File: src/hdl/wgg_pkg.sv
// Shared types, constants and helper functions for the waypoint go-to-goal controller.
// No dependencies; imported by wgg_cordic, wgg_ctrl, wgg_dp and the top level.
`timescale 1ns / 1ps

package wgg_pkg;

  localparam int TAB_LEN = 24;
  localparam int CNT_W   = 5;

  // Angles inside the CORDIC unit are Q.28 radians
  localparam logic signed [31:0] PI_Q28      = 32'sd843314857;
  localparam logic signed [31:0] HALFPI_Q28  = 32'sd421657428;
  localparam logic signed [31:0] INVGAIN_Q28 = 32'sd163008219;
  localparam logic signed [17:0] INVGAIN_Q16 = 18'sd39797;
  localparam logic signed [16:0] PI_Q12      = 17'sd12868;
  localparam logic signed [16:0] TWO_PI_Q12  = 17'sd25736;

  localparam logic [1:0] PH_ALIGN  = 2'd0;
  localparam logic [1:0] PH_DRIVE  = 2'd1;
  localparam logic [1:0] PH_ORIENT = 2'd2;

  localparam logic [4:0]  RST_WP_COUNT  = 5'd0;
  localparam logic [11:0] RST_ALIGN_G   = 12'd768;
  localparam logic [11:0] RST_DRIVE_G   = 12'd512;
  localparam logic [11:0] RST_ORIENT_G  = 12'd512;
  localparam logic [13:0] RST_ALIGN_TOL = 14'd41;
  localparam logic [14:0] RST_DIST_TOL  = 15'd102;
  localparam logic [13:0] RST_ORIENT_TOL = 14'd410;

  typedef enum logic [2:0] {
    CFG_WP_COUNT   = 3'd0,
    CFG_ALIGN_G    = 3'd1,
    CFG_DRIVE_G    = 3'd2,
    CFG_ORIENT_G   = 3'd3,
    CFG_ALIGN_TOL  = 3'd4,
    CFG_DIST_TOL   = 3'd5,
    CFG_ORIENT_TOL = 3'd6
  } cfg_idx_e;

  typedef struct packed {
    logic       latch_pose;
    logic       ram_we;
    logic       ram_re;
    logic       vec_start;
    logic       rot_start;
    logic       dist_latch;
    logic       ang_latch;
    logic       mul1;
    logic       mul2;
    logic       out_load;
    logic [1:0] phase;
  } dp_cmd_t;

  typedef struct packed {
    logic cordic_done;
    logic pass;
  } dp_sts_t;

  function automatic logic signed [31:0] atan_q28(input logic [CNT_W-1:0] i);
    logic signed [31:0] r;
    case (i)
      5'd0:  r = 32'sd210828714;
      5'd1:  r = 32'sd124459457;
      5'd2:  r = 32'sd65760959;
      5'd3:  r = 32'sd33381290;
      5'd4:  r = 32'sd16755422;
      5'd5:  r = 32'sd8385879;
      5'd6:  r = 32'sd4193963;
      5'd7:  r = 32'sd2097109;
      5'd8:  r = 32'sd1048571;
      5'd9:  r = 32'sd524287;
      5'd10: r = 32'sd262144;
      5'd11: r = 32'sd131072;
      5'd12: r = 32'sd65536;
      5'd13: r = 32'sd32768;
      5'd14: r = 32'sd16384;
      5'd15: r = 32'sd8192;
      5'd16: r = 32'sd4096;
      5'd17: r = 32'sd2048;
      5'd18: r = 32'sd1024;
      5'd19: r = 32'sd512;
      5'd20: r = 32'sd256;
      5'd21: r = 32'sd128;
      5'd22: r = 32'sd64;
      5'd23: r = 32'sd32;
      default: r = 32'sd0;
    endcase
    return r;
  endfunction

  // Inputs stay within two turns of the range, so two correction steps suffice
  function automatic logic signed [16:0] wrap_pi(input logic signed [16:0] a);
    logic signed [16:0] r;
    r = a;
    for (int k = 0; k < 2; k++) begin
      if (r > PI_Q12) begin
        r = r - TWO_PI_Q12;
      end else if (r < -PI_Q12) begin
        r = r + TWO_PI_Q12;
      end
    end
    return r;
  endfunction

  function automatic logic signed [15:0] sat16(input logic signed [47:0] v);
    logic signed [15:0] r;
    if (v > 48'sd32767) begin
      r = 16'sh7fff;
    end else if (v < -48'sd32768) begin
      r = 16'sh8000;
    end else begin
      r = v[15:0];
    end
    return r;
  endfunction

endpackage

File: src/hdl/wgg_ram.sv
// Generic single-write, single-read RAM with registered read data.
// No dependencies; holds the waypoint table.
`timescale 1ns / 1ps

module wgg_ram #(
  parameter int WIDTH = 47,
  parameter int DEPTH = 16,
  parameter int AW    = (DEPTH > 1) ? $clog2(DEPTH) : 1
) (
  input  logic             clk_i,
  input  logic             we_i,
  input  logic [AW-1:0]    waddr_i,
  input  logic [WIDTH-1:0] wdata_i,
  input  logic             re_i,
  input  logic [AW-1:0]    raddr_i,
  output logic [WIDTH-1:0] rdata_o
);

  logic [WIDTH-1:0] mem_q [DEPTH];
  logic [WIDTH-1:0] rdata_q;

  always_ff @(posedge clk_i) begin
    if (we_i) begin
      mem_q[waddr_i] <= wdata_i;
    end
    if (re_i) begin
      rdata_q <= mem_q[raddr_i];
    end
  end

  assign rdata_o = rdata_q;

endmodule

File: src/hdl/wgg_cordic.sv
// Iterative CORDIC unit, one micro-rotation per cycle, vectoring or rotation mode.
// Depends on wgg_pkg for the arctangent table.
`timescale 1ns / 1ps

module wgg_cordic #(
  parameter int STEPS = 16
) (
  input  logic               clk_i,
  input  logic               rst_ni,
  input  logic               start_i,
  input  logic               vec_i,
  input  logic signed [31:0] x0_i,
  input  logic signed [31:0] y0_i,
  input  logic signed [31:0] z0_i,
  output logic               done_o,
  output logic signed [31:0] x_o,
  output logic signed [31:0] z_o
);
  import wgg_pkg::*;

  logic signed [31:0] x_q, y_q, z_q, x_d, y_d, z_d;
  logic signed [31:0] xs, ys, a;
  logic [CNT_W-1:0]   cnt_q;
  logic               busy_q, done_q, vec_q, pos, last;

  assign last = cnt_q == CNT_W'(STEPS - 1);

  always_comb begin
    xs  = x_q >>> cnt_q;
    ys  = y_q >>> cnt_q;
    a   = atan_q28(cnt_q);
    // vectoring drives y to zero, rotation drives z to zero
    pos = vec_q ? ~y_q[31] : z_q[31];
    x_d = pos ? x_q + ys : x_q - ys;
    y_d = pos ? y_q - xs : y_q + xs;
    z_d = pos ? z_q + a  : z_q - a;
  end

  always_ff @(posedge clk_i) begin
    if (start_i) begin
      x_q   <= x0_i;
      y_q   <= y0_i;
      z_q   <= z0_i;
      vec_q <= vec_i;
    end else if (busy_q) begin
      x_q <= x_d;
      y_q <= y_d;
      z_q <= z_d;
    end
  end

  always_ff @(posedge clk_i or negedge rst_ni) begin
    if (!rst_ni) begin
      busy_q <= 1'b0;
      done_q <= 1'b0;
      cnt_q  <= '0;
    end else if (start_i) begin
      busy_q <= 1'b1;
      done_q <= 1'b0;
      cnt_q  <= '0;
    end else if (busy_q) begin
      if (last) begin
        busy_q <= 1'b0;
        done_q <= 1'b1;
      end else begin
        cnt_q <= cnt_q + CNT_W'(1);
      end
    end else begin
      done_q <= 1'b0;
    end
  end

  assign done_o = done_q;
  assign x_o    = x_q;
  assign z_o    = z_q;

endmodule

File: src/hdl/wgg_dp.sv
// Datapath: waypoint table, pose latch, CORDIC setup, error and command arithmetic,
// output payload registers. Depends on wgg_pkg, wgg_ram and wgg_cordic.
`timescale 1ns / 1ps

module wgg_dp #(
  parameter int MAX_WAYPOINTS = 16,
  parameter int CORDIC_STEPS  = 16,
  parameter int WPW           = $clog2(MAX_WAYPOINTS + 1)
) (
  input  logic               clk_i,
  input  logic               rst_ni,
  input  wgg_pkg::dp_cmd_t   cmd_i,
  output wgg_pkg::dp_sts_t   sts_o,
  input  logic [WPW-1:0]     wp_i,
  input  logic signed [15:0] pose_x_i,
  input  logic signed [15:0] pose_y_i,
  input  logic signed [14:0] pose_heading_i,
  input  logic [3:0]         slot_i,
  input  logic signed [15:0] goal_x_i,
  input  logic signed [15:0] goal_y_i,
  input  logic signed [14:0] goal_heading_i,
  input  logic [11:0]        align_gain_i,
  input  logic [11:0]        drive_gain_i,
  input  logic [11:0]        orient_gain_i,
  input  logic [13:0]        align_tol_i,
  input  logic [14:0]        dist_tol_i,
  input  logic [13:0]        orient_tol_i,
  output logic signed [15:0] linear_cmd_o,
  output logic signed [15:0] angular_cmd_o,
  output logic [3:0]         waypoint_index_o,
  output logic [1:0]         phase_o
);
  import wgg_pkg::*;

  localparam int AW = (MAX_WAYPOINTS > 1) ? $clog2(MAX_WAYPOINTS) : 1;

  logic signed [15:0] px_q, py_q, gx, gy;
  logic signed [14:0] ph_q, gh;
  logic [46:0]        rdata;
  logic [8:0]         slot_ext, wp_ext;
  logic               slot_ok;

  assign slot_ext = 9'(slot_i);
  assign wp_ext   = 9'(wp_i);
  assign slot_ok  = slot_ext < 9'(MAX_WAYPOINTS);

  wgg_ram #(
    .WIDTH(47),
    .DEPTH(MAX_WAYPOINTS),
    .AW   (AW)
  ) u_table (
    .clk_i  (clk_i),
    .we_i   (cmd_i.ram_we && slot_ok),
    .waddr_i(slot_ext[AW-1:0]),
    .wdata_i({goal_x_i, goal_y_i, goal_heading_i}),
    .re_i   (cmd_i.ram_re),
    .raddr_i(wp_ext[AW-1:0]),
    .rdata_o(rdata)
  );

  assign gx = rdata[46:31];
  assign gy = rdata[30:15];
  assign gh = rdata[14:0];

  // vectoring setup, left half plane folded over by pi
  logic signed [16:0] dx, dy;
  logic signed [31:0] xv, yv, vx0, vy0, vz0;
  logic               zero_q;

  always_comb begin
    dx = 17'(gx) - 17'(px_q);
    dy = 17'(gy) - 17'(py_q);
    xv = 32'(dx) <<< 12;
    yv = 32'(dy) <<< 12;
    if (xv < 0) begin
      vx0 = -xv;
      vy0 = -yv;
      vz0 = (yv >= 0) ? PI_Q28 : -PI_Q28;
    end else begin
      vx0 = xv;
      vy0 = yv;
      vz0 = '0;
    end
  end

  // error terms
  logic signed [16:0] dir_q, err0, err2, err_sel;
  logic [16:0]        err_abs;
  logic [13:0]        tol_sel;
  logic [11:0]        gain_sel;
  logic signed [48:0] dprod_q, dprod_d, dround;
  logic [17:0]        dist_val;
  logic signed [29:0] aprod;
  logic signed [20:0] around;
  logic signed [15:0] ang_val;

  always_comb begin
    err0     = wrap_pi(dir_q - 17'(ph_q));
    err2     = wrap_pi(17'(gh) - 17'(ph_q));
    err_sel  = (cmd_i.phase == PH_ORIENT) ? err2 : err0;
    tol_sel  = (cmd_i.phase == PH_ORIENT) ? orient_tol_i : align_tol_i;
    gain_sel = (cmd_i.phase == PH_ORIENT) ? orient_gain_i : align_gain_i;
    err_abs  = err_sel[16] ? 17'(-err_sel) : 17'(err_sel);
    dround   = (dprod_q + 49'sd134217728) >>> 28;
    dist_val = dround[17:0];
    aprod    = $signed({1'b0, gain_sel}) * err_sel;
    around   = 21'((aprod + 30'sd512) >>> 10);
    ang_val  = sat16(48'(around));
  end

  assign sts_o.pass = (cmd_i.phase == PH_DRIVE) ? (dist_val < 18'(dist_tol_i))
                                                : (err_abs < 17'(tol_sel));

  // rotation setup for cos, folded into +-pi/2
  logic signed [31:0] zt, rz0, cx, cz, x0, y0, z0, ct, zr;
  logic               rneg, neg_q, cdone;

  always_comb begin
    zt = 32'(err0) <<< 16;
    if (zt > HALFPI_Q28) begin
      rz0  = zt - PI_Q28;
      rneg = 1'b1;
    end else if (zt < -HALFPI_Q28) begin
      rz0  = zt + PI_Q28;
      rneg = 1'b1;
    end else begin
      rz0  = zt;
      rneg = 1'b0;
    end
    x0 = cmd_i.vec_start ? vx0 : INVGAIN_Q28;
    y0 = cmd_i.vec_start ? vy0 : 32'sd0;
    z0 = cmd_i.vec_start ? vz0 : rz0;
  end

  wgg_cordic #(
    .STEPS(CORDIC_STEPS)
  ) u_cordic (
    .clk_i  (clk_i),
    .rst_ni (rst_ni),
    .start_i(cmd_i.vec_start || cmd_i.rot_start),
    .vec_i  (cmd_i.vec_start),
    .x0_i   (x0),
    .y0_i   (y0),
    .z0_i   (z0),
    .done_o (cdone),
    .x_o    (cx),
    .z_o    (cz)
  );

  assign sts_o.cordic_done = cdone;

  // cos in Q1.14 and the drive command products
  logic signed [15:0] cc, c_q, c_d, lin_val;
  logic [29:0]        p1_q;
  logic signed [46:0] lprod, lround;

  always_comb begin
    zr      = (cz + 32'sd32768) >>> 16;
    dprod_d = cx * INVGAIN_Q16;
    ct      = (cx + 32'sd8192) >>> 14;
    if (ct > 32'sd16384) begin
      cc = 16'sd16384;
    end else if (ct < -32'sd16384) begin
      cc = -16'sd16384;
    end else begin
      cc = ct[15:0];
    end
    c_d     = neg_q ? -cc : cc;
    lprod   = $signed({1'b0, p1_q}) * c_q;
    lround  = (lprod + 47'sd2097152) >>> 22;
    lin_val = sat16(48'(lround));
  end

  logic signed [15:0] lin_q, ang_q;

  always_ff @(posedge clk_i) begin
    if (cmd_i.latch_pose) begin
      px_q <= pose_x_i;
      py_q <= pose_y_i;
      ph_q <= pose_heading_i;
    end
    if (cmd_i.vec_start) begin
      zero_q <= (dx == 17'sd0) && (dy == 17'sd0);
    end
    if (cmd_i.rot_start) begin
      neg_q <= rneg;
    end
    if (cmd_i.dist_latch) begin
      // goal on the pose: angle and distance are both zero
      dir_q   <= zero_q ? 17'sd0 : zr[16:0];
      dprod_q <= zero_q ? 49'sd0 : dprod_d;
    end
    if (cmd_i.ang_latch) begin
      lin_q <= '0;
      ang_q <= ang_val;
    end
    if (cmd_i.mul1) begin
      p1_q <= 30'(drive_gain_i) * 30'(dist_val);
      c_q  <= c_d;
    end
    if (cmd_i.mul2) begin
      lin_q <= lin_val;
      ang_q <= '0;
    end
    if (cmd_i.out_load) begin
      linear_cmd_o     <= lin_q;
      angular_cmd_o    <= ang_q;
      waypoint_index_o <= 4'(wp_i);
      phase_o          <= cmd_i.phase;
    end
  end

endmodule

File: config.mk
export PLATFORM = sky130hd
export DESIGN_NAME = wgg_dp
export DESIGN_NICKNAME = d
export VERILOG_FILES = /design/src/hdl/wgg_pkg.sv /design/src/hdl/wgg_ram.sv /design/src/hdl/wgg_cordic.sv /design/src/hdl/wgg_dp.sv
export SDC_FILE = /design/constraint.sdc
export NUM_CORES = 2
export LEC_CHECK = 0
export BUFFER_PORTS_ARGS = -buffer_cell sky130_fd_sc_hd__buf_2
export CAP_MARGIN = 20
export CORE_UTILIZATION = 59
export DETAILED_ROUTE_END_ITERATION = 10
export PLACE_DENSITY_LB_ADDON = 0.05
export SLEW_MARGIN = 25
export SYNTH_ARGS = -nofsm -noshare
export SYNTH_HDL_FRONTEND = slang
export SYNTH_HIERARCHICAL = 1
export SYNTH_SLANG_ARGS = --single-unit
export TNS_END_PERCENT = 50
File: constraint.sdc
create_clock -name clk_i -period 11.2 [get_ports clk_i]
set_input_delay 2.24 -clock clk_i [delete_from_list [all_inputs] [get_ports clk_i]]
set_output_delay 2.24 -clock clk_i [all_outputs]
set_load 0.03 [all_outputs]
==> results_dict.tcl <==
set metrics [dict create \
    place.detailed.hpwl_mm 187 \
    grt_pass1_vias 72372 \
    finalMaxSlewViolations 0 \
    drt_iter0_drc 5329 \
    period_share 1.01 \
    detailed_route_wire_length_per_cell_microns 21.6 \
    worst_path_largest_cell_delay_ns 0.54 \
    finalWorstSetupSlack_ns -0.108 \
    cap_viol_max_count 0 \
    crit_type "reg -> out" \
    dp_cells 11716 \
    cts_hold_buf 0 \
    critPathArrivalTime_ns 9.07 \
    avgViaCountPerCell 5.93 \
    final_nets 11591 \
    cpMaxStageDelayCell "sky130_fd_sc_hd__or4_4" \
    clk_root_buffer_cell "sky130_fd_sc_hd__clkbuf_16" \
    max_freq_ghz 0.0884 \
    wire_length_of_the_first_global_routing_pass_mm 406 \
    grt_setup_unrepaired "yes" \
    hold_depth 0 \
    outcome "finished, violations left" \
    hold_violations 0 \
    flow.area_growth_from_synthesis_pct 11.5 \
    io_pins 236 \
    route.detailed.drc 0 \
    die_area_sq_mm 0.172 \
    start_kind "register" \
    worst_setup_path_startpoint "ph_q[1]" \
    grt_max_degree 105 \
    critPathMostFrequentCell "sky130_fd_sc_hd__buf_4" \
    cts.reportedPaths.clkPinSlew_ns 0.06 \
    post_layout_nonfiller_instances 11983 \
    cts_htree_levels 3 \
    gp_congestion 0.960 \
    cts-buffers-inserted 111 \
    routed_via_count 71047 \
    cts_buffer_depth 3 \
    critPathCaptureType "output pin" \
    postSynthAreaPerCell_sq_um 11.0 \
    layout-drive-gt1-share 0.157 \
    tns_ns -0.939 \
    worst_r2r_path_depth 48 \
    tritoncts "yes" \
    wirelength_mm 258 \
    worstSkewPairLatency_ns 0.77 \
    grt.overflow.total 0 \
    grtUsageTotal 0.302 \
    violations "negative setup slack" \
    drt_pre_antenna_iters 6 \
    period_minus_slack_ns 11.31 \
    worst_ep_required_time_ns 8.96 \
    worst-path-max-fanout 5 \
    vert_die_dim_microns 415 \
    port_buffers 234 \
    timing.rr.start "ph_q[1]" \
    synthesized_flop_and_latch_total 1103 \
    numClockSinks 1103 \
    grt_antenna_before_repair 11 \
    syn_inst 9146 \
    r2r_end "ang_q[14]" \
    finalSetupViolations 16 \
    yosysUniqueCellTypes 131 \
    synth_ff_type "sky130_fd_sc_hd__edfxtp_1" \
    antenna_violating_nets_post_route 0 \
    ff2ff_setup_slack_ns -0.07 \
    fin_skew_ns 0.0338 \
    synth_seq_area_share 0.328 \
    placement_rows 151 \
    timing_worst_slew_pin_value_ns 1.09 \
    synth_edf_count 1080 \
    hp-class "reg -> reg" \
    placement_stage_worst_setup_slack_ns -0.454 \
    crit_end "sts_o[0]" \
    synthesis_warnings 6 \
    floorplan.core_area_sq_mm 0.169 \
    synth-async-reset-ratio 0.00635 \
    synthesis.area_sq_mm 0.100 \
    initial_core_util 0.593 \
    max-slew-margin-rel 0.273 \
    die_w_microns 415 \
]
[synthesized netlist by cell type (33+ instances only)]
library cell | n | share of area
sky130_fd_sc_hd__a31oi_1 | 57 | 0.0036
sky130_fd_sc_hd__and3_1 | 45 | 0.0028
sky130_fd_sc_hd__xor2_1 | 167 | 0.015
sky130_fd_sc_hd__or3_1 | 35 | 0.0022
sky130_fd_sc_hd__a22oi_1 | 111 | 0.0083
sky130_fd_sc_hd__mux2i_1 | 88 | 0.0088
sky130_fd_sc_hd__a211oi_1 | 58 | 0.0043
sky130_fd_sc_hd__mux2_2 | 42 | 0.0047
sky130_fd_sc_hd__nand4_1 | 35 | 0.0022
sky130_fd_sc_hd__mux4_2 | 247 | 0.055
sky130_fd_sc_hd__o21a_1 | 39 | 0.0029
sky130_fd_sc_hd__ha_1 | 736 | 0.092
sky130_fd_sc_hd__nor2b_1 | 88 | 0.0055
sky130_fd_sc_hd__nor3_1 | 93 | 0.0046
sky130_fd_sc_hd__nand3_1 | 117 | 0.0058
sky130_fd_sc_hd__and2_1 | 275 | 0.017
sky130_fd_sc_hd__buf_2 | 46 | 0.0023
sky130_fd_sc_hd__o21ai_0 | 302 | 0.015
sky130_fd_sc_hd__fa_1 | 990 | 0.20
sky130_fd_sc_hd__a21o_1 | 101 | 0.0075
sky130_fd_sc_hd__nand2_1 | 1015 | 0.038
sky130_fd_sc_hd__inv_1 | 1354 | 0.051
sky130_fd_sc_hd__a21oi_1 | 305 | 0.015
sky130_fd_sc_hd__xnor2_1 | 258 | 0.023
sky130_fd_sc_hd__edfxtp_1 | 1080 | 0.32
sky130_fd_sc_hd__o211ai_1 | 42 | 0.0031
sky130_fd_sc_hd__o31ai_1 | 33 | 0.0025
sky130_fd_sc_hd__clkbuf_1 | 262 | 0.0098
sky130_fd_sc_hd__nor2_1 | 427 | 0.016
sky130_fd_sc_hd__nand2b_1 | 100 | 0.0062
[cells in the final DEF, fill, tap and decap left out, types with 76 or more instances in the layout]
| cell | count |
|---|---|
| sky130_fd_sc_hd__inv_1 | 1345 |
| sky130_fd_sc_hd__edfxtp_1 | 1080 |
| sky130_fd_sc_hd__nand2_1 | 1010 |
| sky130_fd_sc_hd__fa_1 | 982 |
| sky130_fd_sc_hd__ha_1 | 720 |
| sky130_fd_sc_hd__buf_4 | 516 |
| sky130_fd_sc_hd__nor2_1 | 403 |
| sky130_fd_sc_hd__o21ai_0 | 287 |
| sky130_fd_sc_hd__a21oi_1 | 285 |
| sky130_fd_sc_hd__and2_1 | 272 |
| sky130_fd_sc_hd__mux4_2 | 247 |
| sky130_fd_sc_hd__xnor2_1 | 242 |
| sky130_fd_sc_hd__buf_2 | 231 |
| sky130_fd_sc_hd__xor2_1 | 163 |
| sky130_fd_sc_hd__clkbuf_16 | 114 |
| sky130_fd_sc_hd__nand3_1 | 112 |
| sky130_fd_sc_hd__a22oi_1 | 110 |
| sky130_fd_sc_hd__a21o_1 | 99 |
| sky130_fd_sc_hd__nand2b_1 | 98 |
| sky130_fd_sc_hd__mux2i_1 | 86 |
| sky130_fd_sc_hd__nor3_1 | 84 |
| sky130_fd_sc_hd__nor2b_1 | 76 |
[logic make-up after synthesis]
family,after synthesis,share of synthesized area
flops,1103,0.328
other cells,1,0.0000373
fa+ha+maj,1726,0.289
compound gates,1422,0.0957
buf+inv,1732,0.0686
simple gates,2345,0.110
xor+xnor,428,0.0376
mux,389,0.0714
[through the flow]
step,cell area (sq um),hold slack [ns],util
6_report,112000,0.415,0.661
5_1_grt,112000,0.419,0.661
4_1_cts,111000,0.413,0.654
3_5_place_dp,107000,0.405,0.630
3_3_place_gp,107000,0.404,0.630
2_1_floorplan,101000,0.400,-
[worst max-delay path, delay by kind of cell (launching register included)]
family	cells	cell delay [ns]
adders and majority gates	2	0.64
DFF	1	0.44
xor gates and xnor gates	1	0.18
AOI/OAI and AO/OA	19	3.49
and+or+nand+nor	12	2.06
buffers and inverters	9	1.50
[worst min path at each step]
stage | startpoint | endpoint | slack [ns]
2_1_floorplan | lin_q[0] | linear_cmd_o[0] | 0.40
3_3_place_gp | lin_q[7] | linear_cmd_o[7] | 0.40
3_5_place_dp | lin_q[8] | linear_cmd_o[8] | 0.40
4_1_cts | lin_q[9] | linear_cmd_o[9] | 0.41
5_1_grt | lin_q[0] | linear_cmd_o[0] | 0.42
6_report | lin_q[9] | linear_cmd_o[9] | 0.41
[layout make-up]
cell class,instances,area [sq um]
fillers,13114,57300
well taps,2218,2780
clock buffers,134,2910
clock inverters,72,930
repair buffers,768,5320
multi-input cells,6328,62000
flip-flops and latches,1103,32900
inverters,1357,5100
diodes,3,7.51
[repair_timing]
item / 4_1_cts / 5_1_grt
gates resized for setup: 35 / 168
cloned: 0 / 1
buffers inserted: 14 / 45
setup endpoints to repair: 17 / 17
pin swaps: 21 / 78
[sequential cells by signal, indices dropped and copies added, names as in the netlist, 16 cells and up]
signal           cells
ang_q               16
angular_cmd_o       16
c_q                 16
dir_q               16
dprod_q             19
lin_q               16
linear_cmd_o        16
p1_q                30
px_q                16
py_q                16
u_cordic/x_o        32
u_cordic/y_q        32
u_cordic/z_o        32
u_table/mem_q      752
u_table/rdata_o     47
[routing by layer]
layer / GRT usage / vias up / routed length (microns)
li1: - / 32381 / -
met1: 0.418 / 35733 / 109000
met2: 0.502 / 2462 / 125000
met3: 0.0379 / 453 / 16900
met4: 0.0913 / 18 / 8110
met5: 0 / - / 115
Power is left out: the tool's default activity adds up to more than one toggle a clock period on the data nets, which glitch-free logic cannot reach.
