File: src/hdl/wgg_pkg.sv
// Shared types, constants and helper functions for the waypoint go-to-goal controller.
// No dependencies; imported by wgg_cordic, wgg_ctrl, wgg_dp and the top level.
`timescale 1ns / 1ps

package wgg_pkg;

  localparam int TAB_LEN = 24;
  localparam int CNT_W   = 5;

  // Angles inside the CORDIC unit are Q.28 radians
  localparam logic signed [31:0] PI_Q28      = 32'sd843314857;
  localparam logic signed [31:0] HALFPI_Q28  = 32'sd421657428;
  localparam logic signed [31:0] INVGAIN_Q28 = 32'sd163008219;
  localparam logic signed [17:0] INVGAIN_Q16 = 18'sd39797;
  localparam logic signed [16:0] PI_Q12      = 17'sd12868;
  localparam logic signed [16:0] TWO_PI_Q12  = 17'sd25736;

  localparam logic [1:0] PH_ALIGN  = 2'd0;
  localparam logic [1:0] PH_DRIVE  = 2'd1;
  localparam logic [1:0] PH_ORIENT = 2'd2;

  localparam logic [4:0]  RST_WP_COUNT  = 5'd0;
  localparam logic [11:0] RST_ALIGN_G   = 12'd768;
  localparam logic [11:0] RST_DRIVE_G   = 12'd512;
  localparam logic [11:0] RST_ORIENT_G  = 12'd512;
  localparam logic [13:0] RST_ALIGN_TOL = 14'd41;
  localparam logic [14:0] RST_DIST_TOL  = 15'd102;
  localparam logic [13:0] RST_ORIENT_TOL = 14'd410;

  typedef enum logic [2:0] {
    CFG_WP_COUNT   = 3'd0,
    CFG_ALIGN_G    = 3'd1,
    CFG_DRIVE_G    = 3'd2,
    CFG_ORIENT_G   = 3'd3,
    CFG_ALIGN_TOL  = 3'd4,
    CFG_DIST_TOL   = 3'd5,
    CFG_ORIENT_TOL = 3'd6
  } cfg_idx_e;

  typedef struct packed {
    logic       latch_pose;
    logic       ram_we;
    logic       ram_re;
    logic       vec_start;
    logic       rot_start;
    logic       dist_latch;
    logic       ang_latch;
    logic       mul1;
    logic       mul2;
    logic       out_load;
    logic [1:0] phase;
  } dp_cmd_t;

  typedef struct packed {
    logic cordic_done;
    logic pass;
  } dp_sts_t;

  function automatic logic signed [31:0] atan_q28(input logic [CNT_W-1:0] i);
    logic signed [31:0] r;
    case (i)
      5'd0:  r = 32'sd210828714;
      5'd1:  r = 32'sd124459457;
      5'd2:  r = 32'sd65760959;
      5'd3:  r = 32'sd33381290;
      5'd4:  r = 32'sd16755422;
      5'd5:  r = 32'sd8385879;
      5'd6:  r = 32'sd4193963;
      5'd7:  r = 32'sd2097109;
      5'd8:  r = 32'sd1048571;
      5'd9:  r = 32'sd524287;
      5'd10: r = 32'sd262144;
      5'd11: r = 32'sd131072;
      5'd12: r = 32'sd65536;
      5'd13: r = 32'sd32768;
      5'd14: r = 32'sd16384;
      5'd15: r = 32'sd8192;
      5'd16: r = 32'sd4096;
      5'd17: r = 32'sd2048;
      5'd18: r = 32'sd1024;
      5'd19: r = 32'sd512;
      5'd20: r = 32'sd256;
      5'd21: r = 32'sd128;
      5'd22: r = 32'sd64;
      5'd23: r = 32'sd32;
      default: r = 32'sd0;
    endcase
    return r;
  endfunction

  // Inputs stay within two turns of the range, so two correction steps suffice
  function automatic logic signed [16:0] wrap_pi(input logic signed [16:0] a);
    logic signed [16:0] r;
    r = a;
    for (int k = 0; k < 2; k++) begin
      if (r > PI_Q12) begin
        r = r - TWO_PI_Q12;
      end else if (r < -PI_Q12) begin
        r = r + TWO_PI_Q12;
      end
    end
    return r;
  endfunction

  function automatic logic signed [15:0] sat16(input logic signed [47:0] v);
    logic signed [15:0] r;
    if (v > 48'sd32767) begin
      r = 16'sh7fff;
    end else if (v < -48'sd32768) begin
      r = 16'sh8000;
    end else begin
      r = v[15:0];
    end
    return r;
  endfunction

endpackage

File: src/hdl/wgg_ctrl.sv
// Controller: sequences table access, CORDIC passes, phase walk and result delivery.
// Depends on wgg_pkg for the command and status structs.
`timescale 1ns / 1ps

module wgg_ctrl #(
  parameter int MAX_WAYPOINTS = 16,
  parameter int WPW           = $clog2(MAX_WAYPOINTS + 1)
) (
  input  logic              clk_i,
  input  logic              rst_ni,
  input  logic              in_valid_i,
  input  logic              func_i,
  output logic              in_stall_o,
  output logic              out_valid_o,
  input  logic              out_stall_i,
  input  logic [4:0]        waypoint_count_i,
  input  wgg_pkg::dp_sts_t  sts_i,
  output wgg_pkg::dp_cmd_t  cmd_o,
  output logic [WPW-1:0]    wp_o
);
  import wgg_pkg::*;

  typedef enum logic [9:0] {
    S_IDLE  = 10'b0000000001,
    S_CHECK = 10'b0000000010,
    S_FETCH = 10'b0000000100,
    S_VEC   = 10'b0000001000,
    S_DIST  = 10'b0000010000,
    S_EVAL  = 10'b0000100000,
    S_ROT   = 10'b0001000000,
    S_MUL1  = 10'b0010000000,
    S_MUL2  = 10'b0100000000,
    S_EMIT  = 10'b1000000000
  } state_e;

  state_e         state_q, state_d;
  logic [WPW-1:0] wp_q, wp_d;
  logic [1:0]     phase_q, phase_d;
  logic           out_valid_q, out_valid_d;
  logic [8:0]     limit;
  logic           list_end;

  always_comb begin
    limit = (9'(waypoint_count_i) < 9'(MAX_WAYPOINTS)) ? 9'(waypoint_count_i)
                                                       : 9'(MAX_WAYPOINTS);
    list_end = 9'(wp_q) >= limit;
  end

  always_comb begin
    state_d     = state_q;
    wp_d        = wp_q;
    phase_d     = phase_q;
    out_valid_d = out_valid_q;
    cmd_o       = '0;
    cmd_o.phase = phase_q;
    if (out_valid_q && !out_stall_i) begin
      out_valid_d = 1'b0;
    end
    unique case (state_q)
      S_IDLE: begin
        if (in_valid_i) begin
          if (func_i) begin
            cmd_o.ram_we = 1'b1;
          end else begin
            cmd_o.latch_pose = 1'b1;
            state_d = S_CHECK;
          end
        end
      end
      S_CHECK: begin
        if (list_end) begin
          state_d = S_IDLE;
        end else begin
          cmd_o.ram_re = 1'b1;
          state_d = S_FETCH;
        end
      end
      S_FETCH: begin
        cmd_o.vec_start = 1'b1;
        state_d = S_VEC;
      end
      S_VEC: begin
        if (sts_i.cordic_done) begin
          state_d = S_DIST;
        end
      end
      S_DIST: begin
        cmd_o.dist_latch = 1'b1;
        state_d = S_EVAL;
      end
      S_EVAL: begin
        // a phase that passes hands the same sample to the next phase
        unique case (phase_q)
          PH_ALIGN: begin
            if (sts_i.pass) begin
              phase_d = PH_DRIVE;
            end else begin
              cmd_o.ang_latch = 1'b1;
              state_d = S_EMIT;
            end
          end
          PH_DRIVE: begin
            if (sts_i.pass) begin
              phase_d = PH_ORIENT;
            end else begin
              cmd_o.rot_start = 1'b1;
              state_d = S_ROT;
            end
          end
          default: begin
            if (sts_i.pass) begin
              phase_d = PH_ALIGN;
              wp_d    = wp_q + WPW'(1);
              state_d = S_CHECK;
            end else begin
              cmd_o.ang_latch = 1'b1;
              state_d = S_EMIT;
            end
          end
        endcase
      end
      S_ROT: begin
        if (sts_i.cordic_done) begin
          state_d = S_MUL1;
        end
      end
      S_MUL1: begin
        cmd_o.mul1 = 1'b1;
        state_d = S_MUL2;
      end
      S_MUL2: begin
        cmd_o.mul2 = 1'b1;
        state_d = S_EMIT;
      end
      S_EMIT: begin
        if (!out_valid_q || !out_stall_i) begin
          cmd_o.out_load = 1'b1;
          out_valid_d = 1'b1;
          state_d = S_IDLE;
        end
      end
      default: begin
        state_d = S_IDLE;
      end
    endcase
  end

  always_ff @(posedge clk_i or negedge rst_ni) begin
    if (!rst_ni) begin
      state_q     <= S_IDLE;
      wp_q        <= '0;
      phase_q     <= PH_ALIGN;
      out_valid_q <= 1'b0;
    end else begin
      state_q     <= state_d;
      wp_q        <= wp_d;
      phase_q     <= phase_d;
      out_valid_q <= out_valid_d;
    end
  end

  assign in_stall_o  = state_q != S_IDLE;
  assign out_valid_o = out_valid_q;
  assign wp_o        = wp_q;

endmodule

File: config.mk
export PLATFORM = sky130hd
export DESIGN_NAME = wgg_ctrl
export DESIGN_NICKNAME = d
export VERILOG_FILES = /design/src/hdl/wgg_pkg.sv /design/src/hdl/wgg_ctrl.sv
export SDC_FILE = /design/constraint.sdc
export NUM_CORES = 1
export LEC_CHECK = 0
export ABC_CLOCK_PERIOD_IN_PS = 3300
export BUFFER_PORTS_ARGS = -buffer_cell sky130_fd_sc_hd__clkbuf_2
export CORE_UTILIZATION = 35
export CTS_BUF_LIST = sky130_fd_sc_hd__clkbuf_2 sky130_fd_sc_hd__clkbuf_4 sky130_fd_sc_hd__clkbuf_8
export DETAILED_ROUTE_END_ITERATION = 10
export PLACE_DENSITY = 0.57
export SYNTH_ARGS = -nofsm -noshare
export SYNTH_HDL_FRONTEND = slang
export SYNTH_SLANG_ARGS = --single-unit
File: constraint.sdc
create_clock -name clk_i -period 3.3 [get_ports clk_i]
set_clock_uncertainty 0.2 [all_clocks]
set_input_delay 0.99 -clock clk_i [delete_from_list [all_inputs] [get_ports clk_i]]
set_output_delay 0.99 -clock clk_i [all_outputs]
set_load 0.02 [all_outputs]
==> results of run 1 <==
-- worst paths after layout --
kind                            slack [ps]                      to  cells after the start
worst max-delay path                   -70                cmd_o[9]                      9
worst min-delay path                   350  phase_q[1]$_DFFE_PN0N_                      2
worst max register to register         940  state_q[1]$_DFFE_PN0P_                      5
worst min register to register         350  phase_q[1]$_DFFE_PN0N_                      2
max in group asynchronous             2150  state_q[0]$_DFFE_PN1P_                      1
min in group asynchronous              410     wp_o[4]$_DFFE_PN0P_                      1
-- layout make-up --
class / count / area [µm²] / share of cell area, %
tap: 44 / 55.1 / 3.50
inverter: 8 / 37.5 / 2.39
sequential: 18 / 453 / 28.8
timing repair buffer: 40 / 248 / 15.8
clock buffer: 4 / 36.3 / 2.31
multi-input combinational: 94 / 743 / 47.3
-- tightest hold or removal path: stages, from the launching register on --
cell     delay [ps]
dfrtp_1         400
nand2_1          50
o21ai_0          70
-- through the flow --
stage / TNS (ps) / std cells / hold slack (ps)
final: -68.7 / 208 / 348
after global routing: -107 / 208 / 398
after CTS: -80.3 / 206 / 358
after detailed placement: -237 / 202 / 330
after global placement: -180 / 202 / 307
after floorplan: 0 / 126 / 320
-- layer usage --
layer | GRT usage (%) | share of wire (%) | wire length, µm | vias to the layer above
met4 | 5.98 | 1.1 | 32 | 0
met3 | 2.60 | 2.8 | 77 | 4
met2 | 26.7 | 47 | 1330 | 19
li1 | - | - | - | 536
met5 | 0 | 0 | 0 | -
met1 | 23.6 | 49 | 1360 | 525
-- power by group through the flow --
stage / Clock [W] / Sequential (W) / Combinational, W
final: 0.000142 / 0.000275 / 0.000344
after CTS: 0.000145 / 0.000274 / 0.000326
after global routing: 0.000156 / 0.000279 / 0.000381
after global placement: 0 / 0.000276 / 0.000315
after floorplan: 0 / 0.000255 / 0.000252
after detailed placement: 0 / 0.000277 / 0.000320
-- placed cells by master, fill, tap and decap left out, drive strengths merged, types with 4 or more instances in the layout --
cell type  synthesis  final
clkbuf             2     31
dfrtp             17     17
nand2             16     16
buf                4     13
nor2               9      9
inv                8      8
nor3               6      6
ha                 6      6
nand4              5      5
nor4               5      5
nor4b              5      5
xnor2              4      4
-- repair_timing --
item                                    CTS  global route
endpoints found under the setup margin    2             6
resized for setup                         7            16
cloned                                    0             0
setup buffers                             0             2
pin swaps                                 1             7
-- state kept, by name (all words and copies together), names as in the netlist --
| name | flops |
|---|---|
| out_valid_o | 1 |
| state_q | 10 |
| phase_q | 2 |
| wp_o | 5 |
-- kinds of logic after synthesis --
family	synth area share [%]
AOI/OAI and AO/OA	13.4
xor gates and xnor gates	5.21
adders and majority gates	6.38
buffers and inverters	5.42
DFF	38.4
muxes	0.956
and+or+nand+nor	30.3
==> results.cfg, run 1 <==
[worst_setup_path]
required_ps = 2110
crit_type = in -> out
max_stage_delay_ps = 310
path_delay_family = compound AO/OA/AOI/OAI gates
crit-reg2reg-launch = state_q[1]$_DFFE_PN0P_
cp_max_fo = 4
slowest_stage = a211o_1
path_cells = buf_8 > inv_8 > nand2_4 > ha_4 > a21oi_2 > nand2_1 > a211o_1 > nor2_4 > buf_8
arrival_ps = 2180
crit_path_end_kind = output pin
worst_setup_path_start_kind = input port
crit_top_cell = buf_8
startpoint = waypoint_count_i[4]
crit_buf_inv = 3

[floorplanning]
start_util_pct = 37.6
dieWidth_um = 60
num_rows = 20
ios = 31
die_area_um2 = 3600
core_um2 = 3130
dieHeight_um = 60

[timing]
fin_ws_ps = -68.7
min_period_ps = 3370
finalHoldViolations = 0
timing.slew.headroom_pct = 69.6
drv_slew = 0
fmax_ghz = 0.297
worst-slew-pin-transition_ps = 454
finalSetupViolations = 1
timing.final.crit_share_pct = 102
rsz0062_at_grt = true

[routing]
final_antenna_net_count = 0
first_pass_iters = 5
viasPerCell = 5.21
wl_um = 2800
wl_per_cell_um = 13.5
num_vias = 1084
drc_errors = 0
drtIter0Drc = 38

[power_and_ir_drop]
power_frac_comb_pct = 45.3
p_sw_share_pct = 38.4
ir_drop_uv = 316
p_per_area_nw_per_um2 = 484
total_power_w = 0.000761
p_leak_nw = 0.787
switchingPower_w = 0.000293
clkPwrFrac_pct = 18.7
seqPwrFrac_pct = 36.1
internal_power_w = 0.000468

[place]
dp_slack_ps = -237
dpl_cell_area_um2 = 1420
place_congestion = 0.810
hpwl_um = 2140
port_buffers = 30

[synth]
synth-edff-count = 0
synth.distinct_cells = 42
async_flop_share_pct = 100
yosys_warnings = 0
netlist_instances = 126
netlist.area_leader.share_pct = 36.1
ys.flop_type = dfrtp_1
synth_area_um2 = 1180
synth.most_common_cell = dfrtp_1
synth_area_leader_cell = dfrtp_1
syn_area_per_cell_um2 = 9.34
seq_area_frac_synth_pct = 38.4
syn-num-nets = 144
synth.area.top_cells = dfrtp_1 (36%), ha_1 (6.4%), nand2_1 (5.1%)
ys_top_cells_by_count = dfrtp_1 (17), nand2_1 (16), nor2_1 (9)
ys_seq_elements = 18

[clock_tree]
htree_levels = 1
clkTransAtPathRegs_ps = 110
cts_buffer_depth = 2
clock-sinks = 18
root_buffer = clkbuf_4
clock_latency_ps = 300
ctsHoldBuffers = 0
cts_made_buffers = 3
cts_tree = yes

[outcome]
violations = setup timing
status = complete, but fails checks

[global_routing]
grt_pass1_wl_um = 4450
grt_antenna_before_repair = 0
grtUsageTotal_pct = 17.0
grt_overflow = 0
grt_max_degree = 19
grt_pass1_vias = 983

[cells_and_area]
area_growth_pct = 33.6
design_area_um2 = 1570
insertedDiodeCount = 0
layout.nets = 183
layout-drive-gt1-share_pct = 40.2
post-route-util_pct = 50.3
final.fill_count = 302

[worst_hold_path]
hp-class = reg -> reg
min-delay-start = phase_q[1]$_DFFE_PN0N_

[run]
cap_viol_max_count = 0
Note: power is estimated with default switching activity, not from simulation.
==> run 2, diff against run 1 <==
--- a/config.mk
+++ b/config.mk
@@ -10,7 +10,7 @@
 export CORE_UTILIZATION = 35
 export CTS_BUF_LIST = sky130_fd_sc_hd__clkbuf_2 sky130_fd_sc_hd__clkbuf_4 sky130_fd_sc_hd__clkbuf_8
 export DETAILED_ROUTE_END_ITERATION = 10
-export PLACE_DENSITY = 0.57
+export PLACE_DENSITY = 0.55
 export SYNTH_ARGS = -nofsm -noshare
 export SYNTH_HDL_FRONTEND = slang
 export SYNTH_SLANG_ARGS = --single-unit
==> run 2 against run 1 <==
Compared with the run above:
- the run still ends with setup timing left
- sequential power about the same
- die area unchanged
- total power up 0.20%
- critical path depth unchanged
- utilization down 1.3 points
- maximum frequency up 2.0%
- combinational power up 2%
- worst setup slack better by 65 ps
==> results.cfg, run 2 (synthesis gave the netlist of run 1 again) <==
[timing]
fin_ws_ps = -3.37
timing.final.crit_share_pct = 100
drv_slew = 0
fmax_ghz = 0.303
finalHoldViolations = 0
timing.slew.headroom_pct = 68.1
worst-slew-pin-transition_ps = 478
holdWs_ps = 337
rsz0062_at_grt = true
finalSetupViolations = 1
min_period_ps = 3300
setup_tns_ps = -3.37

[cells_and_area]
largest_register_ffs = 10
largest-register = state_q
final-seq-area_um2 = 453
layout.cells.most_common = clkbuf_2
insertedDiodeCount = 0
final.fill_count = 308
layout-drive-gt1-share_pct = 39.3
layout.nets = 182
final_cell_mix = clkbuf_2 (28), dfrtp_1 (16), nand2_1 (15), buf_4 (9)
area_growth_pct = 30.1
multi_input_area_um2 = 721

[worst_setup_path]
r2r_setup_slack_ps = 950
max_stage_delay_ps = 290
crit_type = in -> out
slowest_stage = a211o_1
arrival_ps = 2110
reg2reg_to = state_q[1]$_DFFE_PN0P_
path_cells = buf_6 > inv_4 > nand2_2 > ha_4 > a21oi_2 > nand2_1 > a211o_1 > nor2_4 > buf_8
ff2ff_path_depth = 5
cp_max_fo = 4
crit_path_end_kind = output pin
required_ps = 2110
crit-reg2reg-launch = state_q[7]$_DFFE_PN0P_
worst_setup_path_start_kind = input port

[clock_tree]
clkTransAtPathRegs_ps = 110
cts_tree = yes
root_buffer = clkbuf_4
cts_made_buffers = 3
clock-sinks = 18
cts_buffer_depth = 2
clock_latency_ps = 300
htree_levels = 1

[place]
hpwl_um = 2190
port_buffers = 30
place_congestion = 0.781

[routing]
first_pass_iters = 4
num_vias = 1080
drtIter0Drc = 34
viasPerCell = 5.22
wl_per_cell_um = 14.1
drc_errors = 0
final_antenna_net_count = 0
wl_um = 2930

[power_and_ir_drop]
total_power_w = 0.000762
p_per_area_nw_per_um2 = 498
ir_drop_uv = 186
p_leak_nw = 0.770

[global_routing]
grt_antenna_before_repair = 0
grtUsageTotal_pct = 17.9
grt_pass1_wl_um = 4750
grt_pass1_vias = 1026
grt_max_degree = 19
grt_overflow = 0

[floorplanning]
start_util_pct = 37.6
dieHeight_um = 60
dieWidth_um = 60
ios = 31
die_area_um2 = 3600
core_um2 = 3130
num_rows = 20

[worst_hold_path]
min-delay-start = out_valid_o$_DFF_PN0_
hold_depth = 2
hp-class = reg -> reg
min_to = out_valid_o$_DFF_PN0_

[outcome]
status = complete, but fails checks
violations = setup timing

[run]
cap_viol_max_count = 0
-- run 2: stage by stage --
step	instance area (µm²)	std cells	setup slack (ps)	utilization [%]
floorplan	1180	126	33.0	-
global placement	1410	201	-178	45.0
detailed placement	1410	201	-239	45.0
CTS	1490	205	-84.6	47.7
global route	1530	207	-77.2	49.0
finish	1530	207	-3.37	49.0
-- run 2: area by class of cell --
type | count | share of cell area [%]
Clock buffer | 4 | 2.37
Inverter | 8 | 2.12
Multi-Input combinational cell | 94 | 47.1
Sequential cell | 18 | 29.6
Tap cell | 44 | 3.59
Timing Repair Buffer | 39 | 15.3
-- run 2: per-layer routing --
metal  part of all wire [%]  track usage [%]
met5                      0                0
met2                     45             27.0
met4                    1.3             6.31
met1                     50             25.6
met3                    3.1             3.03
-- run 2: critical path, delay by kind of cell --
kind	cells	cell delay [ps]
adder cells (fa/ha/maj)	1	220
AO/OA/AOI/OAI	2	400
AND/OR/NAND/NOR	3	220
buffers and inverters	3	270
-- run 2: worst max-delay path by stage --
| stage | cells after the start | endpoint | startpoint | slack [ps] |
|---|---|---|---|---|
| floorplan | 7 | cmd_o[9] | waypoint_count_i[4] | 30 |
| global placement | 9 | cmd_o[9] | waypoint_count_i[4] | -180 |
| detailed placement | 9 | cmd_o[9] | waypoint_count_i[4] | -240 |
| CTS | 9 | cmd_o[9] | waypoint_count_i[4] | -80 |
| global route | 9 | cmd_o[9] | waypoint_count_i[4] | -80 |
| finish | 9 | cmd_o[9] | waypoint_count_i[4] | -3 |
-- run 2: report_power, final --
| part | internal (W) | switching [W] |
|---|---|---|
| Sequential | 0.000243 | 0.0000306 |
| Clock | 0.0000672 | 0.0000713 |
| Combinational | 0.000162 | 0.000189 |
-- run 2: what timing repair did --
action,CTS,global route
pin swaps,1,1
setup endpoints to repair,2,5
hold buffers,0,0
resized for setup,9,6
buffers inserted,0,2
==> run 3, diff against run 2 <==
--- a/config.mk
+++ b/config.mk
@@ -11,6 +11,7 @@
 export CTS_BUF_LIST = sky130_fd_sc_hd__clkbuf_2 sky130_fd_sc_hd__clkbuf_4 sky130_fd_sc_hd__clkbuf_8
 export DETAILED_ROUTE_END_ITERATION = 10
 export PLACE_DENSITY = 0.55
+export RECOVER_POWER = 25
 export SYNTH_ARGS = -nofsm -noshare
 export SYNTH_HDL_FRONTEND = slang
 export SYNTH_SLANG_ARGS = --single-unit
==> run 3 against run 2 <==
Compared with the run above:
- the run still ends with setup timing left
- total power is essentially flat
- sequential power is essentially flat
- final cell count is the same
- count of clock-buffer cells in the layout is the same
- via count is essentially flat
- first-iteration DRC count is the same
- non-clock buffer count is the same
- worst setup slack is the same
- largest power group unchanged
==> results.cfg, run 3 (synthesis gave the netlist of run 1 again) <==
[routing]
drtIter0Drc = 34
viasPerCell = 5.21
wl_met3_um = 92
m1WireLength_um = 1470
final_antenna_net_count = 0
wl_um = 2930
num_vias = 1079
dr_wl_met2_um = 1320
highest_layer = met4
drc_errors = 0
wl_per_cell_um = 14.1
first_pass_iters = 4

[timing]
fin_ws_ps = -3.37
min_period_ps = 3300
rsz0062_at_grt = true
finalHoldViolations = 0
timing.final.crit_share_pct = 100
fmax_ghz = 0.303
finalSetupViolations = 1
drv_slew = 0
worst-slew-pin-transition_ps = 1020
timing.slew.headroom_pct = 31.9

[power_and_ir_drop]
seqPwrFrac_pct = 35.9
internal_power_w = 0.000472
clkPwrFrac_pct = 18.2
power_frac_comb_pct = 45.9
p_per_area_nw_per_um2 = 498
ir_drop_uv = 186
switchingPower_w = 0.000291
p_leak_nw = 0.767
p_sw_share_pct = 38.1

[clock_tree]
ctsHoldBuffers = 0
cts_tree = yes
clkTransAtPathRegs_ps = 110
root_buffer = clkbuf_4
cts_made_buffers = 3
htree_levels = 1
clock-sinks = 18
clock_latency_ps = 300
cts_buffer_depth = 2

[outcome]
status = complete, but fails checks
violations = setup timing

[global_routing]
grt_max_degree = 19
grtUsageTotal_pct = 17.9
grt_overflow = 0
grt_pass1_wl_um = 4750
grt_antenna_before_repair = 0
grt_pass1_vias = 1026

[floorplanning]
dieHeight_um = 60
start_util_pct = 37.6
die_area_um2 = 3600
dieWidth_um = 60
ios = 31
core_um2 = 3130
num_rows = 20

[worst_setup_path]
worst_setup_path_start_kind = input port
crit_buf_inv = 3
crit_path_end_kind = output pin
path_cells = buf_6 > inv_4 > nand2_2 > ha_4 > a21oi_2 > nand2_1 > a211o_1 > nor2_4 > buf_8
slowest_stage = a211o_1
required_ps = 2110
max_stage_delay_ps = 290
crit_type = in -> out
path_delay_family = compound AO/OA/AOI/OAI gates
arrival_ps = 2110
cp_max_fo = 4

[cells_and_area]
largest_register_ffs = 10
layout.cells.most_common = clkbuf_2
largest-register = state_q
final-seq-area_um2 = 453
insertedDiodeCount = 0
layout.nets = 182
layout-drive-gt1-share_pct = 38.7
final_cell_mix = clkbuf_2 (27), dfrtp_1 (16), nand2_1 (15), buf_4 (9)
area_growth_pct = 30.0
multi_input_area_um2 = 721
post-route-util_pct = 48.9
final.fill_count = 309

[place]
port_buffers = 30
hpwl_um = 2190
dp_slack_ps = -239
place_congestion = 0.781

[worst_hold_path]
hp-class = reg -> reg

[run]
cap_viol_max_count = 0
## run 3: cell count changes in the layout (fill, tap and decap cells not counted)
cell,before,now
clkbuf_1,0,1
clkbuf_2,28,27
## run 3: final cells by class
cell class	count	area share [%]
clock buffer	4	2.37
inverter	8	2.13
multi-input combinational	94	47.1
sequential	18	29.6
tap	44	3.60
timing repair buffer	39	15.2
## run 3: final timing paths
path,startpoint,endpoint,slack (ps),cells after the start
max in group asynchronous,rst_ni,state_q[1]$_DFFE_PN0P_,1580,1
hold reg to reg,out_valid_o$_DFF_PN0_,out_valid_o$_DFF_PN0_,340,2
setup / recovery,waypoint_count_i[4],cmd_o[9],-3,9
hold / removal,out_valid_o$_DFF_PN0_,out_valid_o$_DFF_PN0_,340,2
setup reg to reg,state_q[7]$_DFFE_PN0P_,state_q[1]$_DFFE_PN0P_,950,5
min in group asynchronous,rst_ni,phase_q[1]$_DFFE_PN0N_,630,1
## run 3: what timing repair did
action	in CTS	in global routing
gates cloned	0	0
gates resized for setup	9	6
setup endpoints to repair	2	5
pin swaps	1	1
buffers inserted	0	2
## run 3: worst reg2reg max path: cells and delay by family, from the launching register on
family / cells / cell delay, ps
DFF: 1 / 400
and+or+nand+nor: 2 / 1150
AOI/OAI and AO/OA: 3 / 500
## run 3: stage by stage
stage                     total power [W]  hold WS [ps]  std cells  area, µm²  setup TNS, ps
after floorplan                  0.000507           320        126       1180              0
after global placement           0.000596           304        201       1410           -178
after detailed placement         0.000601           318        201       1410           -239
after CTS                        0.000750           349        205       1490          -84.6
after global routing             0.000820           362        207       1530          -77.2
final                            0.000762           337        207       1530          -3.37
## run 3: routing by layer
metal,up-vias,global-route usage (%)
met2,25,27.0
met4,0,6.31
met1,513,25.6
li1,537,-
met3,4,3.03
met5,-,0
## run 3: power groups by stage
| stage | sequential, W | clock, W | combinational (W) |
|---|---|---|---|
| CTS | 0.000278 | 0.000144 | 0.000328 |
| global placement | 0.000279 | 0 | 0.000317 |
| floorplan | 0.000255 | 0 | 0.000252 |
| detailed placement | 0.000281 | 0 | 0.000320 |
| finish | 0.000274 | 0.000138 | 0.000350 |
| global route | 0.000278 | 0.000154 | 0.000388 |
